--- src/design/pds_pkg.sv ---
// ----------------------------------------------------------------------------
// pds_pkg
// Types and constants shared by the debounced page selector: register
// indexes, cause codes, display modes and the per-sample result record.
// ----------------------------------------------------------------------------
package pds_pkg;

    localparam int unsigned TimeW      = 32;
    localparam int unsigned DebW       = 16;
    localparam int unsigned ModeW      = 2;
    localparam int unsigned CauseW     = 3;
    localparam int unsigned CfgIdxW    = 3;
    localparam int unsigned CfgDataW   = 32;
    localparam int unsigned NumButtons = 3;
    localparam int unsigned NumSlots   = 4;

    // Button lanes, which are also the result slots of the button events.
    localparam int unsigned BTN_PREV   = 0;
    localparam int unsigned BTN_SELECT = 1;
    localparam int unsigned BTN_NEXT   = 2;
    localparam int unsigned SLOT_MODE  = 3;

    localparam logic [ModeW-1:0] MODE_SLIDESHOW = 2'd0;
    localparam logic [ModeW-1:0] MODE_FIXED     = 2'd1;
    localparam logic [ModeW-1:0] MODE_SMART     = 2'd2;

    localparam logic [CauseW-1:0] CAUSE_PREV      = 3'd0;
    localparam logic [CauseW-1:0] CAUSE_SELECT    = 3'd1;
    localparam logic [CauseW-1:0] CAUSE_NEXT      = 3'd2;
    localparam logic [CauseW-1:0] CAUSE_SLIDE     = 3'd3;
    localparam logic [CauseW-1:0] CAUSE_ALERT_ON  = 3'd4;
    localparam logic [CauseW-1:0] CAUSE_ALERT_OFF = 3'd5;

    localparam logic [CfgIdxW-1:0] CFG_DISPLAY_MODE   = 3'd0;
    localparam logic [CfgIdxW-1:0] CFG_DEBOUNCE_TIME  = 3'd1;
    localparam logic [CfgIdxW-1:0] CFG_SLIDESHOW_TIME = 3'd2;
    localparam logic [CfgIdxW-1:0] CFG_ALERT_TIME     = 3'd3;
    localparam logic [CfgIdxW-1:0] CFG_ALERT_PAGE     = 3'd4;

    localparam logic [ModeW-1:0] RST_DISPLAY_MODE   = MODE_SLIDESHOW;
    localparam logic [DebW-1:0]  RST_DEBOUNCE_TIME  = 16'd50;
    localparam logic [TimeW-1:0] RST_SLIDESHOW_TIME = 32'd60000;
    localparam logic [TimeW-1:0] RST_ALERT_TIME     = 32'd15000;
    localparam logic             RST_ALERT_PAGE     = 1'b1;

    typedef struct packed {
        logic [ModeW-1:0] mode;
        logic [TimeW-1:0] slideshow_time;
        logic [TimeW-1:0] alert_time;
        logic             alert_page;
    } t_mode_cfg;

    // All results of one sample: one slot per button and one for the mode logic.
    typedef struct packed {
        logic [NumSlots-1:0]             vld;
        logic [NumSlots-1:0]             pg;
        logic [NumSlots-1:0][CauseW-1:0] cause;
    } t_run;

endpackage

--- src/design/pds_in_if.sv ---
// ----------------------------------------------------------------------------
// pds_in_if
// Sample channel: timestamp, raw button levels and alert flag.
// ----------------------------------------------------------------------------
interface pds_in_if;
    logic                                        valid;
    logic                                        ready;
    logic [pds_pkg::TimeW-1:0]                   now_ms;
    logic [pds_pkg::NumButtons-1:0]              button_levels;
    logic                                        alert_flag;

    modport source (output valid, now_ms, button_levels, alert_flag, input ready);
    modport sink   (input valid, now_ms, button_levels, alert_flag, output ready);
endinterface

--- src/design/pds_out_if.sv ---
// ----------------------------------------------------------------------------
// pds_out_if
// Result channel: page after the event, its cause and the end-of-run marker.
// ----------------------------------------------------------------------------
interface pds_out_if;
    logic                        valid;
    logic                        ready;
    logic                        page;
    logic [pds_pkg::CauseW-1:0]  cause;
    logic                        last_of_run;

    modport source (output valid, page, cause, last_of_run, input ready);
    modport sink   (input valid, page, cause, last_of_run, output ready);
endinterface

--- src/design/pds_lane.sv ---
// ----------------------------------------------------------------------------
// pds_lane
// Debouncer for one button: tracks the raw level and when it last changed,
// and flags an accepted press in the cycle the sample is taken.
// ----------------------------------------------------------------------------
module pds_lane (
    input  logic                          i_clk,
    input  logic                          i_rst_n,
    input  logic                          i_en,
    input  logic [pds_pkg::TimeW-1:0]     i_now,
    input  logic                          i_level,
    input  logic [pds_pkg::DebW-1:0]      i_debounce,
    output logic                          o_press
);

    logic                          r_last;
    logic                          r_stable;
    logic [pds_pkg::TimeW-1:0]     r_change_time;
    logic                          changed;
    logic                          settled;
    logic [pds_pkg::TimeW-1:0]     elapsed;

    assign changed = (i_level != r_last);
    assign elapsed = i_now - r_change_time;

    // A fresh change has zero elapsed time, so it only settles at once with
    // a zero debounce time.
    assign settled = changed ? (i_debounce == '0)
                             : (elapsed >= pds_pkg::TimeW'(i_debounce));
    assign o_press = settled && i_level && !r_stable;

    always_ff @(posedge i_clk) begin
        if (!i_rst_n) begin
            r_last        <= 1'b0;
            r_stable      <= 1'b0;
            r_change_time <= '0;
        end else if (i_en) begin
            r_last <= i_level;
            if (changed) begin
                r_change_time <= i_now;
            end
            if (settled) begin
                r_stable <= i_level;
            end
        end
    end

endmodule

--- src/design/pds_merge.sv ---
// ----------------------------------------------------------------------------
// pds_merge
// Combines the lane presses in button order, runs the slideshow or alert
// logic and builds the record of all results of one sample.
// ----------------------------------------------------------------------------
module pds_merge #(
    parameter int unsigned PAGE_COUNT = 2
) (
    input  logic                              i_clk,
    input  logic                              i_rst_n,
    input  logic                              i_en,
    input  logic [pds_pkg::TimeW-1:0]         i_now,
    input  logic [pds_pkg::NumButtons-1:0]    i_press,
    input  logic                              i_alert,
    input  pds_pkg::t_mode_cfg                i_cfg,
    output pds_pkg::t_run                     o_run
);

    localparam int unsigned PW = (PAGE_COUNT > 1) ? $clog2(PAGE_COUNT) : 1;

    logic [PW-1:0]                 r_page;
    logic [PW-1:0]                 r_saved;
    logic [pds_pkg::TimeW-1:0]     r_pct;
    logic [pds_pkg::TimeW-1:0]     r_ast;
    logic                          r_active;
    logic                          r_shown;

    logic [PW-1:0]                 n_page;
    logic [PW-1:0]                 n_saved;
    logic [pds_pkg::TimeW-1:0]     n_pct;
    logic [pds_pkg::TimeW-1:0]     n_ast;
    logic                          n_active;
    logic                          n_shown;

    logic [PW-1:0]                 p1;
    logic [PW-1:0]                 p2;
    logic [PW-1:0]                 target;
    logic                          btn_move;
    logic                          slide_due;
    logic                          alert_due;

    function automatic logic [PW-1:0] f_up(input logic [PW-1:0] p);
        f_up = (p == PW'(PAGE_COUNT - 1)) ? '0 : p + 1'b1;
    endfunction

    function automatic logic [PW-1:0] f_down(input logic [PW-1:0] p);
        f_down = (p == '0) ? PW'(PAGE_COUNT - 1) : p - 1'b1;
    endfunction

    assign p1       = i_press[pds_pkg::BTN_PREV] ? f_down(r_page) : r_page;
    assign p2       = i_press[pds_pkg::BTN_NEXT] ? f_up(p1) : p1;
    assign btn_move = i_press[pds_pkg::BTN_PREV] || i_press[pds_pkg::BTN_NEXT];
    assign target   = (PAGE_COUNT > 1) ? PW'(i_cfg.alert_page) : '0;

    // A button move restamps the page change time to now, leaving zero
    // elapsed time for the slideshow check.
    assign slide_due = btn_move ? (i_cfg.slideshow_time == '0)
                                : ((i_now - r_pct) >= i_cfg.slideshow_time);
    assign alert_due = (i_now - r_ast) >= i_cfg.alert_time;

    always_comb begin
        n_page   = p2;
        n_saved  = r_saved;
        n_pct    = btn_move ? i_now : r_pct;
        n_ast    = r_ast;
        n_active = r_active;
        n_shown  = r_shown;

        o_run.vld = '0;
        o_run.vld[pds_pkg::BTN_PREV]   = i_press[pds_pkg::BTN_PREV];
        o_run.vld[pds_pkg::BTN_SELECT] = i_press[pds_pkg::BTN_SELECT];
        o_run.vld[pds_pkg::BTN_NEXT]   = i_press[pds_pkg::BTN_NEXT];
        o_run.cause[pds_pkg::BTN_PREV]   = pds_pkg::CAUSE_PREV;
        o_run.cause[pds_pkg::BTN_SELECT] = pds_pkg::CAUSE_SELECT;
        o_run.cause[pds_pkg::BTN_NEXT]   = pds_pkg::CAUSE_NEXT;
        o_run.cause[pds_pkg::SLOT_MODE]  = pds_pkg::CAUSE_SLIDE;

        unique case (i_cfg.mode)
            pds_pkg::MODE_SLIDESHOW: begin
                if (slide_due) begin
                    n_page = f_up(p2);
                    n_pct  = i_now;
                    o_run.vld[pds_pkg::SLOT_MODE] = 1'b1;
                end
            end
            pds_pkg::MODE_SMART: begin
                if (!i_alert) begin
                    n_shown = 1'b0;
                end
                if (r_active) begin
                    if (alert_due) begin
                        n_page   = r_saved;
                        n_pct    = i_now;
                        n_active = 1'b0;
                        o_run.vld[pds_pkg::SLOT_MODE]   = 1'b1;
                        o_run.cause[pds_pkg::SLOT_MODE] = pds_pkg::CAUSE_ALERT_OFF;
                    end
                end else if (i_alert && !r_shown && (p2 != target)) begin
                    n_saved  = p2;
                    n_page   = target;
                    n_ast    = i_now;
                    n_active = 1'b1;
                    n_shown  = 1'b1;
                    o_run.vld[pds_pkg::SLOT_MODE]   = 1'b1;
                    o_run.cause[pds_pkg::SLOT_MODE] = pds_pkg::CAUSE_ALERT_ON;
                end
            end
            default: begin
                // Fixed mode and the unused code: no automatic change.
            end
        endcase

        o_run.pg[pds_pkg::BTN_PREV]   = p1[0];
        o_run.pg[pds_pkg::BTN_SELECT] = p1[0];
        o_run.pg[pds_pkg::BTN_NEXT]   = p2[0];
        o_run.pg[pds_pkg::SLOT_MODE]  = n_page[0];
    end

    always_ff @(posedge i_clk) begin
        if (!i_rst_n) begin
            r_page   <= '0;
            r_saved  <= '0;
            r_pct    <= '0;
            r_ast    <= '0;
            r_active <= 1'b0;
            r_shown  <= 1'b0;
        end else if (i_en) begin
            r_page   <= n_page;
            r_saved  <= n_saved;
            r_pct    <= n_pct;
            r_ast    <= n_ast;
            r_active <= n_active;
            r_shown  <= n_shown;
        end
    end

`ifndef SYNTHESIS
    a_page_range: assert property (@(posedge i_clk) disable iff (!i_rst_n)
        (32'(r_page) < PAGE_COUNT) && (32'(r_saved) < PAGE_COUNT))
        else $error("active or saved page out of range");
`endif

endmodule

--- src/design/pds_outq.sv ---
// ----------------------------------------------------------------------------
// pds_outq
// Two-record queue of per-sample results, unrolled one beat per cycle while
// i_take is high, with the end-of-run marker on the last beat of each record.
// ----------------------------------------------------------------------------
module pds_outq (
    input  logic                          i_clk,
    input  logic                          i_rst_n,
    input  logic                          i_push,
    input  pds_pkg::t_run                 i_run,
    output logic                          o_ready,
    output logic                          o_valid,
    input  logic                          i_take,
    output logic                          o_page,
    output logic [pds_pkg::CauseW-1:0]    o_cause,
    output logic                          o_last
);

    pds_pkg::t_run                  r_rec [2];
    logic                           r_wp;
    logic                           r_rp;
    logic [1:0]                     r_cnt;
    logic [1:0]                     n_cnt;

    pds_pkg::t_run                  head;
    logic [pds_pkg::NumSlots-1:0]   sel;
    logic [pds_pkg::NumSlots-1:0]   rest;
    logic                           beat;
    logic                           pop;

    assign head    = r_rec[r_rp];
    assign sel     = head.vld & (~head.vld + 1'b1);
    assign rest    = head.vld & ~sel;
    assign o_valid = (r_cnt != 2'd0);
    assign o_ready = (r_cnt != 2'd2);
    assign o_last  = (rest == '0);
    assign beat    = o_valid && i_take;
    assign pop     = beat && o_last;
    assign n_cnt   = r_cnt + {1'b0, i_push} - {1'b0, pop};

    always_comb begin
        o_page  = 1'b0;
        o_cause = '0;
        for (int s = 0; s < pds_pkg::NumSlots; s++) begin
            o_page  = o_page  | (sel[s] & head.pg[s]);
            o_cause = o_cause | ({pds_pkg::CauseW{sel[s]}} & head.cause[s]);
        end
    end

    // Payload: a push only lands on the free record, never on the head.
    always_ff @(posedge i_clk) begin
        if (beat && !o_last) begin
            r_rec[r_rp].vld <= rest;
        end
        if (i_push) begin
            r_rec[r_wp] <= i_run;
        end
    end

    always_ff @(posedge i_clk) begin
        if (!i_rst_n) begin
            r_wp  <= 1'b0;
            r_rp  <= 1'b0;
            r_cnt <= 2'd0;
        end else begin
            r_cnt <= n_cnt;
            if (i_push) begin
                r_wp <= ~r_wp;
            end
            if (pop) begin
                r_rp <= ~r_rp;
            end
        end
    end

`ifndef SYNTHESIS
    a_cnt_bound: assert property (@(posedge i_clk) disable iff (!i_rst_n)
        r_cnt != 2'd3)
        else $error("result queue overfilled");

    a_head_nonempty: assert property (@(posedge i_clk) disable iff (!i_rst_n)
        o_valid |-> (head.vld != '0))
        else $error("queued record holds no result");

    a_last_drains: assert property (@(posedge i_clk) disable iff (!i_rst_n)
        (pop && !i_push && (r_cnt == 2'd1)) |=> !o_valid)
        else $error("queue not empty after final beat");
`endif

endmodule

--- src/design/debounced_page_selector.sv ---
// ----------------------------------------------------------------------------
// debounced_page_selector
// Three debounced buttons and a slideshow/alert timer select the active page;
// every page change or redraw request is reported as one result beat.
// ----------------------------------------------------------------------------
// Output: the results of an accepted sample are registered into the result
// queue and offered from there, behind any record still queued ahead of them.
// Throughput: one sample per cycle unless the two-record result queue is full,
// which sets how far input runs ahead; a sample with n results gives n beats.
// Reset: synchronous, active low; buttons released, page 0, registers at
// their documented defaults, result queue empty.
// ----------------------------------------------------------------------------
module debounced_page_selector #(
    parameter int unsigned PAGE_COUNT = 2
) (
    input  logic                               i_clk,
    input  logic                               i_rst_n,
    input  logic                               i_cfg_we,
    input  logic [pds_pkg::CfgIdxW-1:0]        i_cfg_idx,
    input  logic [pds_pkg::CfgDataW-1:0]       i_cfg_data,
    pds_in_if.sink                             i_in,
    pds_out_if.source                          o_out
);

    logic [pds_pkg::ModeW-1:0]         r_display_mode;
    logic [pds_pkg::DebW-1:0]          r_debounce_time;
    logic [pds_pkg::TimeW-1:0]         r_slideshow_time;
    logic [pds_pkg::TimeW-1:0]         r_alert_time;
    logic                              r_alert_page;

    logic                              accept;
    logic [pds_pkg::NumButtons-1:0]    press;
    pds_pkg::t_mode_cfg                mode_cfg;
    pds_pkg::t_run                     run;

    always_ff @(posedge i_clk) begin
        if (!i_rst_n) begin
            r_display_mode   <= pds_pkg::RST_DISPLAY_MODE;
            r_debounce_time  <= pds_pkg::RST_DEBOUNCE_TIME;
            r_slideshow_time <= pds_pkg::RST_SLIDESHOW_TIME;
            r_alert_time     <= pds_pkg::RST_ALERT_TIME;
            r_alert_page     <= pds_pkg::RST_ALERT_PAGE;
        end else if (i_cfg_we) begin
            unique case (i_cfg_idx)
                pds_pkg::CFG_DISPLAY_MODE:
                    r_display_mode <= i_cfg_data[pds_pkg::ModeW-1:0];
                pds_pkg::CFG_DEBOUNCE_TIME:
                    r_debounce_time <= i_cfg_data[pds_pkg::DebW-1:0];
                pds_pkg::CFG_SLIDESHOW_TIME:
                    r_slideshow_time <= i_cfg_data[pds_pkg::TimeW-1:0];
                pds_pkg::CFG_ALERT_TIME:
                    r_alert_time <= i_cfg_data[pds_pkg::TimeW-1:0];
                pds_pkg::CFG_ALERT_PAGE:
                    r_alert_page <= i_cfg_data[0];
                default: begin
                    // Writes beyond the register list are dropped.
                end
            endcase
        end
    end

    assign accept = i_in.valid && i_in.ready;

    for (genvar b = 0; b < pds_pkg::NumButtons; b++) begin : g_lane
        pds_lane u_lane (
            .i_clk      (i_clk),
            .i_rst_n    (i_rst_n),
            .i_en       (accept),
            .i_now      (i_in.now_ms),
            .i_level    (i_in.button_levels[b]),
            .i_debounce (r_debounce_time),
            .o_press    (press[b])
        );
    end

    assign mode_cfg.mode           = r_display_mode;
    assign mode_cfg.slideshow_time = r_slideshow_time;
    assign mode_cfg.alert_time     = r_alert_time;
    assign mode_cfg.alert_page     = r_alert_page;

    pds_merge #(
        .PAGE_COUNT (PAGE_COUNT)
    ) u_merge (
        .i_clk   (i_clk),
        .i_rst_n (i_rst_n),
        .i_en    (accept),
        .i_now   (i_in.now_ms),
        .i_press (press),
        .i_alert (i_in.alert_flag),
        .i_cfg   (mode_cfg),
        .o_run   (run)
    );

    // Samples without results pass straight through and queue nothing.
    pds_outq u_outq (
        .i_clk   (i_clk),
        .i_rst_n (i_rst_n),
        .i_push  (accept && (run.vld != '0)),
        .i_run   (run),
        .o_ready (i_in.ready),
        .o_valid (o_out.valid),
        .i_take  (o_out.ready),
        .o_page  (o_out.page),
        .o_cause (o_out.cause),
        .o_last  (o_out.last_of_run)
    );

endmodule

--- src/flat_wrapper.sv ---
// flat-port wrapper written by rule: the top's interface ports become plain ports
module debounced_page_selector_flat 
#(
    parameter int unsigned PAGE_COUNT = 2
)
  (i_clk, i_rst_n, i_cfg_we, i_cfg_idx, i_cfg_data, i_in_valid, i_in_now_ms, i_in_button_levels, i_in_alert_flag, i_in_ready, o_out_valid, o_out_page, o_out_cause, o_out_last_of_run, o_out_ready);
  pds_in_if i_in_i ();
  pds_out_if o_out_i ();
  input  logic i_clk;
  input  logic i_rst_n;
  input  logic i_cfg_we;
  input  logic [pds_pkg::CfgIdxW-1:0] i_cfg_idx;
  input  logic [pds_pkg::CfgDataW-1:0] i_cfg_data;
  input wire logic [$bits(i_in_i.valid)-1:0] i_in_valid;
  input wire logic [$bits(i_in_i.now_ms)-1:0] i_in_now_ms;
  input wire logic [$bits(i_in_i.button_levels)-1:0] i_in_button_levels;
  input wire logic [$bits(i_in_i.alert_flag)-1:0] i_in_alert_flag;
  output wire logic [$bits(i_in_i.ready)-1:0] i_in_ready;
  output wire logic [$bits(o_out_i.valid)-1:0] o_out_valid;
  output wire logic [$bits(o_out_i.page)-1:0] o_out_page;
  output wire logic [$bits(o_out_i.cause)-1:0] o_out_cause;
  output wire logic [$bits(o_out_i.last_of_run)-1:0] o_out_last_of_run;
  input wire logic [$bits(o_out_i.ready)-1:0] o_out_ready;
  assign i_in_i.valid = i_in_valid;
  assign i_in_i.now_ms = i_in_now_ms;
  assign i_in_i.button_levels = i_in_button_levels;
  assign i_in_i.alert_flag = i_in_alert_flag;
  assign i_in_ready = i_in_i.ready;
  assign o_out_valid = o_out_i.valid;
  assign o_out_page = o_out_i.page;
  assign o_out_cause = o_out_i.cause;
  assign o_out_last_of_run = o_out_i.last_of_run;
  assign o_out_i.ready = o_out_ready;
  debounced_page_selector #(.PAGE_COUNT(PAGE_COUNT)) u_core (.i_clk(i_clk), .i_rst_n(i_rst_n), .i_cfg_we(i_cfg_we), .i_cfg_idx(i_cfg_idx), .i_cfg_data(i_cfg_data), .i_in(i_in_i), .o_out(o_out_i));
endmodule
--- config.mk ---
export PLATFORM = sky130hd
export DESIGN_NAME = debounced_page_selector_flat
export DESIGN_NICKNAME = d
export VERILOG_FILES = /design/src/design/pds_pkg.sv /design/src/design/pds_in_if.sv /design/src/design/pds_out_if.sv /design/src/design/pds_lane.sv /design/src/design/pds_merge.sv /design/src/design/pds_outq.sv /design/src/design/debounced_page_selector.sv /design/src/flat_wrapper.sv
export SDC_FILE = /design/constraint.sdc
export NUM_CORES = 1
export LEC_CHECK = 0
export BUFFER_PORTS_ARGS = -buffer_cell sky130_fd_sc_hd__clkbuf_2
export CAP_MARGIN = 20
export CORE_MARGIN = 2
export CORE_UTILIZATION = 45
export CTS_CLUSTER_SIZE = 16
export DETAILED_ROUTE_END_ITERATION = 7
export GPL_TIMING_DRIVEN = 0
export HOLD_SLACK_MARGIN = 0.12
export SYNTH_ARGS = -nofsm -noshare
export SYNTH_HDL_FRONTEND = slang
export SYNTH_HIERARCHICAL = 1
export SYNTH_SLANG_ARGS = --single-unit
--- constraint.sdc ---
create_clock -name i_clk -period 7.3 [get_ports i_clk]
set_clock_uncertainty 0.05 [all_clocks]
set_input_delay 1.46 -clock i_clk [delete_from_list [all_inputs] [get_ports i_clk]]
set_output_delay 1.46 -clock i_clk [all_outputs]
set_load 0.005 [all_outputs]
==> results of run 1 <==
==> repair_timing <==
action / in CTS / in global routing
resized for setup: 112 / 72
setup endpoints to repair: 129 / 119
pin swaps: 50 / 45
buffers inserted: 41 / 23
endpoints found under the hold margin: 0 / 0
==> worst min-delay path, delay by kind of cell (launching register included) <==
| family | cells | cell delay [ns] |
|---|---|---|
| DFF | 1 | 0.31 |
| AOI/OAI and AO/OA | 1 | 0.05 |
| and+or+nand+nor | 1 | 0.05 |
==> cell usage after synthesis, types with 26 or more instances <==
cell type | instances | area share
nor2_1 | 135 | 0.020
dfxtp_1 | 258 | 0.20
nand4_1 | 61 | 0.015
nor4_1 | 26 | 0.0064
nor2b_1 | 57 | 0.014
buf_2 | 33 | 0.0065
nand3_1 | 46 | 0.0091
o21a_1 | 35 | 0.010
inv_1 | 350 | 0.052
nand2b_1 | 35 | 0.0086
ha_1 | 269 | 0.13
o21ai_0 | 141 | 0.028
xor2_1 | 45 | 0.016
and2_1 | 42 | 0.010
clkbuf_1 | 61 | 0.0090
xnor2_1 | 66 | 0.023
a211oi_1 | 26 | 0.0077
a21boi_0 | 109 | 0.032
buf_4 | 32 | 0.0095
edfxtp_1 | 40 | 0.047
nor3_1 | 36 | 0.0071
and3_1 | 28 | 0.0069
a21oi_1 | 194 | 0.038
buf_6 | 31 | 0.014
mux2i_1 | 107 | 0.042
a21o_1 | 52 | 0.015
nand2_1 | 512 | 0.076
==> final timing paths <==
| kind | from | end | slack (ns) |
|---|---|---|---|
| setup / recovery | i_in_now_ms[10] | u_core/u_outq/r_rec[0][17]$_DFFE_PP_ | 0.07 |
| hold / removal | u_core/u_merge/r_pct[1]$_SDFFE_PN0P_ | u_core/u_merge/r_pct[1]$_SDFFE_PN0P_ | 0.41 |
| setup reg to reg | u_core/g_lane[0].u_lane/r_change_time[1]$_SDFFE_PN0P_ | u_core/u_outq/r_rec[0][17]$_DFFE_PP_ | 0.70 |
| hold reg to reg | u_core/u_merge/r_pct[1]$_SDFFE_PN0P_ | u_core/u_merge/r_pct[1]$_SDFFE_PN0P_ | 0.41 |
==> layer usage <==
layer / GRT usage / vias to the layer above / wire length, um
li1: - / 11600 / -
met3: 0.0378 / 167 / 4690
met2: 0.464 / 706 / 38800
met1: 0.366 / 11400 / 37300
met4: 0.135 / 2 / 4290
met5: 0 / - / 16
==> sequential cells by signal, indices dropped and copies added, names as in the netlist, 2 cells and up, named ones only <==
name,cells
u_core/r_debounce_time,16
u_core/u_outq/r_cnt,2
u_core/r_display_mode,2
u_core/u_outq/r_rec,40
u_core/g_lane.u_lane/r_stable,3
u_core/r_alert_time,32
u_core/g_lane.u_lane/r_change_time,96
u_core/r_slideshow_time,32
u_core/u_merge/r_pct,32
u_core/g_lane.u_lane/r_last,3
u_core/u_merge/r_ast,32
==> per-stage QoR <==
stage               instance area [sq um]  instances  hold slack [ns]
detailed placement                  26800       4059            0.399
finish                              29800       4189            0.409
CTS                                 29300       4166            0.407
floorplan                           25400       3219            0.385
global route                        29800       4189            0.429
global placement                    26800       4057            0.394
==> cell usage in the layout, fill, tap and decap left out, drive strengths merged, types with 9 or more instances in the layout <==
cell type	Yosys	layout
xor2	46	46
o21ai	163	163
or3	13	13
a21o	52	52
nor3	37	37
nand3	46	46
a21boi	115	115
ha	269	269
xnor2	66	66
conb	2	9
nand2	521	521
a211oi	26	26
nor3b	9	9
o2111ai	12	12
o31ai	14	14
o22ai	36	36
o211ai	20	20
a21oi	213	213
o21a	35	35
nor2b	57	57
bufinv	0	11
nand4	64	64
nand2b	35	35
and3	28	28
mux2	13	13
edfxtp	40	40
nor4	34	34
o21bai	12	12
a2111oi	14	14
and2	42	42
or4	9	9
inv	350	348
a2bb2oi	12	12
dfxtp	258	258
mux2i	107	107
a31oi	26	26
buf	101	166
clkinv	0	11
nor2	136	136
clkbuf	65	189
==> power groups by stage <==
stage / Combinational [uW] / Clock [uW] / Sequential [uW]
6_report: 3600 / 2210 / 2000
5_1_grt: 3940 / 2310 / 2020
4_1_cts: 3440 / 2250 / 2000
3_5_place_dp: 3210 / 0 / 2030
3_3_place_gp: 3130 / 0 / 2030
2_1_floorplan: 2380 / 0 / 1990
==> final cells by class <==
type                            instances  share of cell area
Clock inverter                         25              0.0147
Timing Repair Buffer                  147              0.0384
Tap cell                              756              0.0317
Sequential cell                       298               0.214
Buffer                                163              0.0371
Clock buffer                           45              0.0342
Multi-Input combinational cell       2405               0.586
Inverter                              350              0.0445
==> kinds of logic after synthesis <==
group	Yosys count	share of synthesized area
simple gates	1067	0.205
fa+ha+maj	274	0.136
compound gates	823	0.225
other cells	2	0.000296
mux	120	0.0479
buf+inv	516	0.0958
xor+xnor	112	0.0389
flops	298	0.251
==> results by group, run 1 <==
Run status
  • Status: finished, final reports clean

Setup path
  • CP max FO: 7
  • Req. time, crit path: roughly 7.6 ns
  • Worst EP arrival: between 7 and 8 ns
  • FF-to-FF path depth: 30
  • CP Depth: 31
  • Crit-path most repeated cell: a21oi_4
  • Worst Setup End Kind: register
  • Crit path max-delay family: compound AO/OA/AOI/OAI gates
  • Critical path startpoint category: input port
  • Crit path largest cell delay: ~0.46 ns
  • Crit Path Category: in2reg
  • Critical Path Slowest Stage Cell: o41a_1
  • Buf/Inv on CP: 5

Finish
  • Diode count: 0
  • Final design utilization: 0.532
  • Share of layout cells above drive strength 1: 0.151
  • Seq. cell area: 6370 sq um
  • Multi-input logic area: 17500 sq um
  • Area Growth Syn to Fin: 17.3%
  • Final #Nets: about 3800
  • Final-layout fill cell count: between 5000 and 6000

Die
  • I/O Pins: 83
  • Core Area: around 56000 sq um
  • Die Span Y: between 200 and 250 um
  • Die X: between 200 and 250 um
  • Row cnt: 87
  • Die footprint: between 50000 and 60000 sq um
  • Initial Util: 0.453

Timing
  • # setup viols final: 0
  • Fmax: between 0.1 and 0.15 GHz
  • Crit share post-route: 0.990
  • Final critical-path required period: approximately 7.2 ns
  • Final Slew Violations: 0
  • Final TNS setup: 0 ns
  • Hold Fails Final Rpt: 0
  • Slew HR: 0.337
  • Setup slack after layout: 0.0701 ns
  • RSZ-0062 raised after global routing: yes
  • Measured slew at the worst slew-check pin: approximately 1.0 ns

Drt
  • DRC: 0
  • Routed WL per cell: between 20 and 25 um
  • Total Wirelength: about 85000 um
  • Number of vias per cell: between 5 and 6
  • Detail Route Antenna Nets: 0
  • Starting DRT DRC Count: roughly 1800
  • DR vias: around 24000
  • First-pass detailed-route iteration total: 5

Clock tree
  • CTS Hold Bufs: 0
  • H-Tree Level Count: 2
  • Clock slew at reported path FFs: ~0.06 ns
  • Clk sinks: approximately 300
  • Cts bufs inserted: 39
  • Clock Root Buffer: clkbuf_16
  • Worst-skew pair later-pin latency: around 0.58 ns
  • Clock buffer depth: 3
  • CTS tree: done

Min path
  • Min-Delay Path Depth: 2
  • HP Class: reg2reg

Synthesis
  • Netlist cell types: about 100
  • FF+latch count, synth: 298
  • Number of synthesized flops with an enable pin: 40
  • Fraction of registers with async set/reset: 0
  • Mapped Avg Cell Area: between 7 and 8 sq um
  • Syn Inst Count: 3212
  • Synth Flop Type: dfxtp_1
  • Syn. warnings: 6
  • Part of the Yosys area used for sequential elements: 0.251
  • Post-Syn Area: approximately 25000 sq um

Pwr
  • Comb power frac: 0.461
  • Tot Pwr: about 7800 uW
  • Leak: between 0.01 and 0.015 uW
  • Switching part of the total: 0.387
  • P_sw: a little over 3000 uW
  • Power Internal: roughly 4800 uW
  • Worst IR drop on VDD: 0.163 mV
  • Flop pwr share: 0.257
  • Cell area power density: roughly 260 nW/um^2
  • Clock power share: 0.283

Global route
  • Gr ovfl total: 0
  • Initial antenna violation count: 2
  • Vias in the first global route: approximately 23000
  • Largest net degree at the start of global routing: 35
  • First-pass GRT wire length: approximately 130000 um
  • Total GRT Usage: 0.283

Placed design
  • Post-DP HPWL: 62300 um
  • Gp weighted congestion: 0.914
  • Pre-CTS worst setup slack: -3.41 ns
  • Port Buffers: 82

Run
  • # Max-Cap Violations: 0
(Power assumes the default switching activity.)
==> run 2: changes to the inputs <==
- CORE_MARGIN: 2 -> not set
- clock period: 7.3 -> 6 ns (I/O delays scaled with it)
==> run 2 against run 1 <==
Effect of this change: the run now ends with negative setup slack left; hold slack worse by 0.0020 ns; cell count up 0.74%; clock power up 18%; via count up 1.1%; sequential share of layout area down 0.66 points; worst setup slack worse by 1.0 ns; cell area up 3.2%; global-route usage up 1.7 points; register-to-register slack worse by 1.3 ns; non-clock buffer count up 37; sequential power up 22%; wire length up 2.3%; critical endpoint is now u_core/u_outq/r_cnt[1]$_SDFF_PN0_; largest cell class unchanged; largest power group unchanged; highest routed layer unchanged.
==> results by group, run 2 (same netlist as run 1, synthesis figures left out) <==
Run status
  • Status: finished with violations
  • Failing checks: negative setup slack

Clock tree
  • H-Tree Level Count: 2
  • CTS tree: done
  • Worst-skew pair later-pin latency: 0.58 ns
  • Clock Root Buffer: clkbuf_16
  • Clock slew at reported path FFs: about 0.06 ns
  • Cts bufs inserted: 39
  • Clock buffer depth: 3
  • Clk sinks: slightly below 300
  • CTS Hold Bufs: 0

Timing
  • Final critical-path required period: 6.94 ns
  • Setup slack after layout: -0.941 ns
  • Min Hold Slack: about 0.41 ns
  • Crit share post-route: 1.16
  • Measured slew at the worst slew-check pin: 1.09 ns
  • Fmax: between 0.1 and 0.15 GHz
  • RSZ-0062 raised after global routing: yes
  • Hold Fails Final Rpt: 0
  • Slew HR: 0.272
  • Final Slew Violations: 0
  • # setup viols final: between 100 and 150

Setup path
  • Worst Setup End Kind: register
  • Crit path largest cell delay: roughly 0.4 ns
  • CP max FO: 5
  • Reg2Reg Setup Slack: -0.59 ns
  • Crit Path Category: in2reg
  • Critical Path Slowest Stage Cell: o41a_1
  • Req. time, crit path: between 6 and 7 ns
  • Critical path startpoint category: input port
  • Worst EP arrival: approximately 7.3 ns
  • Crit-path most repeated cell: ha_4

Drt
  • Total Wirelength: a little under 90000 um
  • DR vias: around 24000
  • First-pass detailed-route iteration total: 5
  • Routed WL per cell: about 21 um
  • Detail Route Antenna Nets: 0
  • Number of vias per cell: 5.71
  • Starting DRT DRC Count: 1880
  • DRC: 0

Global route
  • Vias in the first global route: between 20000 and 25000
  • Gr ovfl total: 0
  • Initial antenna violation count: 3
  • First-pass GRT wire length: 132000 um
  • Total GRT Usage: 0.300
  • Largest net degree at the start of global routing: 35

Die
  • Die footprint: between 50000 and 60000 sq um
  • Initial Util: 0.458
  • Row cnt: 86
  • I/O Pins: 83
  • Die Span Y: about 240 um
  • Core Area: approximately 55000 sq um
  • Die X: ~240 um

Finish
  • Largest register FFs: 96
  • Final #Nets: around 3800
  • Area Growth Syn to Fin: 21.0%
  • Share of layout cells above drive strength 1: 0.177
  • Top flop regs: u_core/g_lane.u_lane/r_change_time: 96 flops, u_core/u_outq/r_rec: 40 flops
  • Top reg by flops: u_core/g_lane.u_lane/r_change_time
  • Diode count: 0
  • Post-route design area: ~31000 sq um
  • Commonest non-fill, non-tap cells in the layout: 488 x nand2_1, 342 x inv_1, 258 x dfxtp_1, 245 x ha_1, 182 x a21oi_1
  • Commonest non-fill, non-tap cell in the layout: nand2_1
  • Final-layout fill cell count: between 5000 and 6000

Run
  • # Max-Cap Violations: 0

Placed design
  • Gp weighted congestion: 0.923
  • Port Buffers: just over 80
  • Post-DP HPWL: between 60000 and 70000 um
  • Cell area after placement: between 20000 and 30000 sq um
  • Pre-CTS worst setup slack: -3.50 ns

Pwr
  • Leak: about 0.012 uW
  • Cell area power density: about 310 nW/um^2
  • Tot Pwr: between 9000 and 10000 uW
  • Worst IR drop on VDD: around 0.23 mV

Min path
  • HP Class: reg2reg
[run 2: final timing paths]
kind                                                                             from                                   to  cells past startpoint
worst max-delay path                                                  i_in_now_ms[10]    u_core/u_outq/r_cnt[1]$_SDFF_PN0_                     31
worst min-delay path                              u_core/r_alert_time[6]$_SDFFE_PN0P_  u_core/r_alert_time[6]$_SDFFE_PN0P_                      2
worst max register to register  u_core/g_lane[2].u_lane/r_change_time[1]$_SDFFE_PN0P_    u_core/u_outq/r_cnt[1]$_SDFF_PN0_                     31
worst min register to register                    u_core/r_alert_time[6]$_SDFFE_PN0P_  u_core/r_alert_time[6]$_SDFFE_PN0P_                      2
[run 2: routing by layer]
layer	global-route usage	up-vias	part of all wire
met3	0.0393	136	0.051
li1	-	11700	-
met2	0.509	636	0.47
met4	0.0975	2	0.033
met5	0	-	0.00015
met1	0.389	11700	0.45
[run 2: critical path, delay by kind of cell]
| family | cells | cell delay, ns |
|---|---|---|
| AO/OA/AOI/OAI | 11 | 2.33 |
| AND/OR/NAND/NOR | 11 | 2.11 |
| adder cells (fa/ha/maj) | 3 | 0.72 |
| XOR/XNOR | 3 | 0.49 |
| buffers and inverters | 3 | 0.45 |
[run 2: power breakdown]
group	internal, uW	leakage (uW)	switching [uW]
registers	2290	0.00246	145
clock network	1610	0.000703	1010
logic	1950	0.00912	2600
[run 2: repair_timing]
item | CTS | global route
resized for setup | 144 | 95
endpoints found under the setup margin | 129 | 129
pin swaps | 54 | 91
cloned | 10 | 0
setup buffers | 67 | 37
[run 2: metrics by stage]
stage,TNS (ns),std cells,util
after CTS,-103.25,4195,0.544
after detailed placement,-334.97,4050,0.491
after global routing,-123.40,4220,0.555
final,-92.41,4220,0.555
after floorplan,-42.51,3219,-
after global placement,-322.85,4049,0.490
[run 2: layout make-up]
cell class              instances  area (sq um)  area share
multi-input cells            2405         17700       0.576
flip-flops and latches        298          6370       0.207
repair buffers                190          1810      0.0590
inverters                     350          1340      0.0437
plain buffers                 157          1140      0.0370
clock buffers                  49          1080      0.0352
well taps                     748           936      0.0304
clock inverters                23           348      0.0113
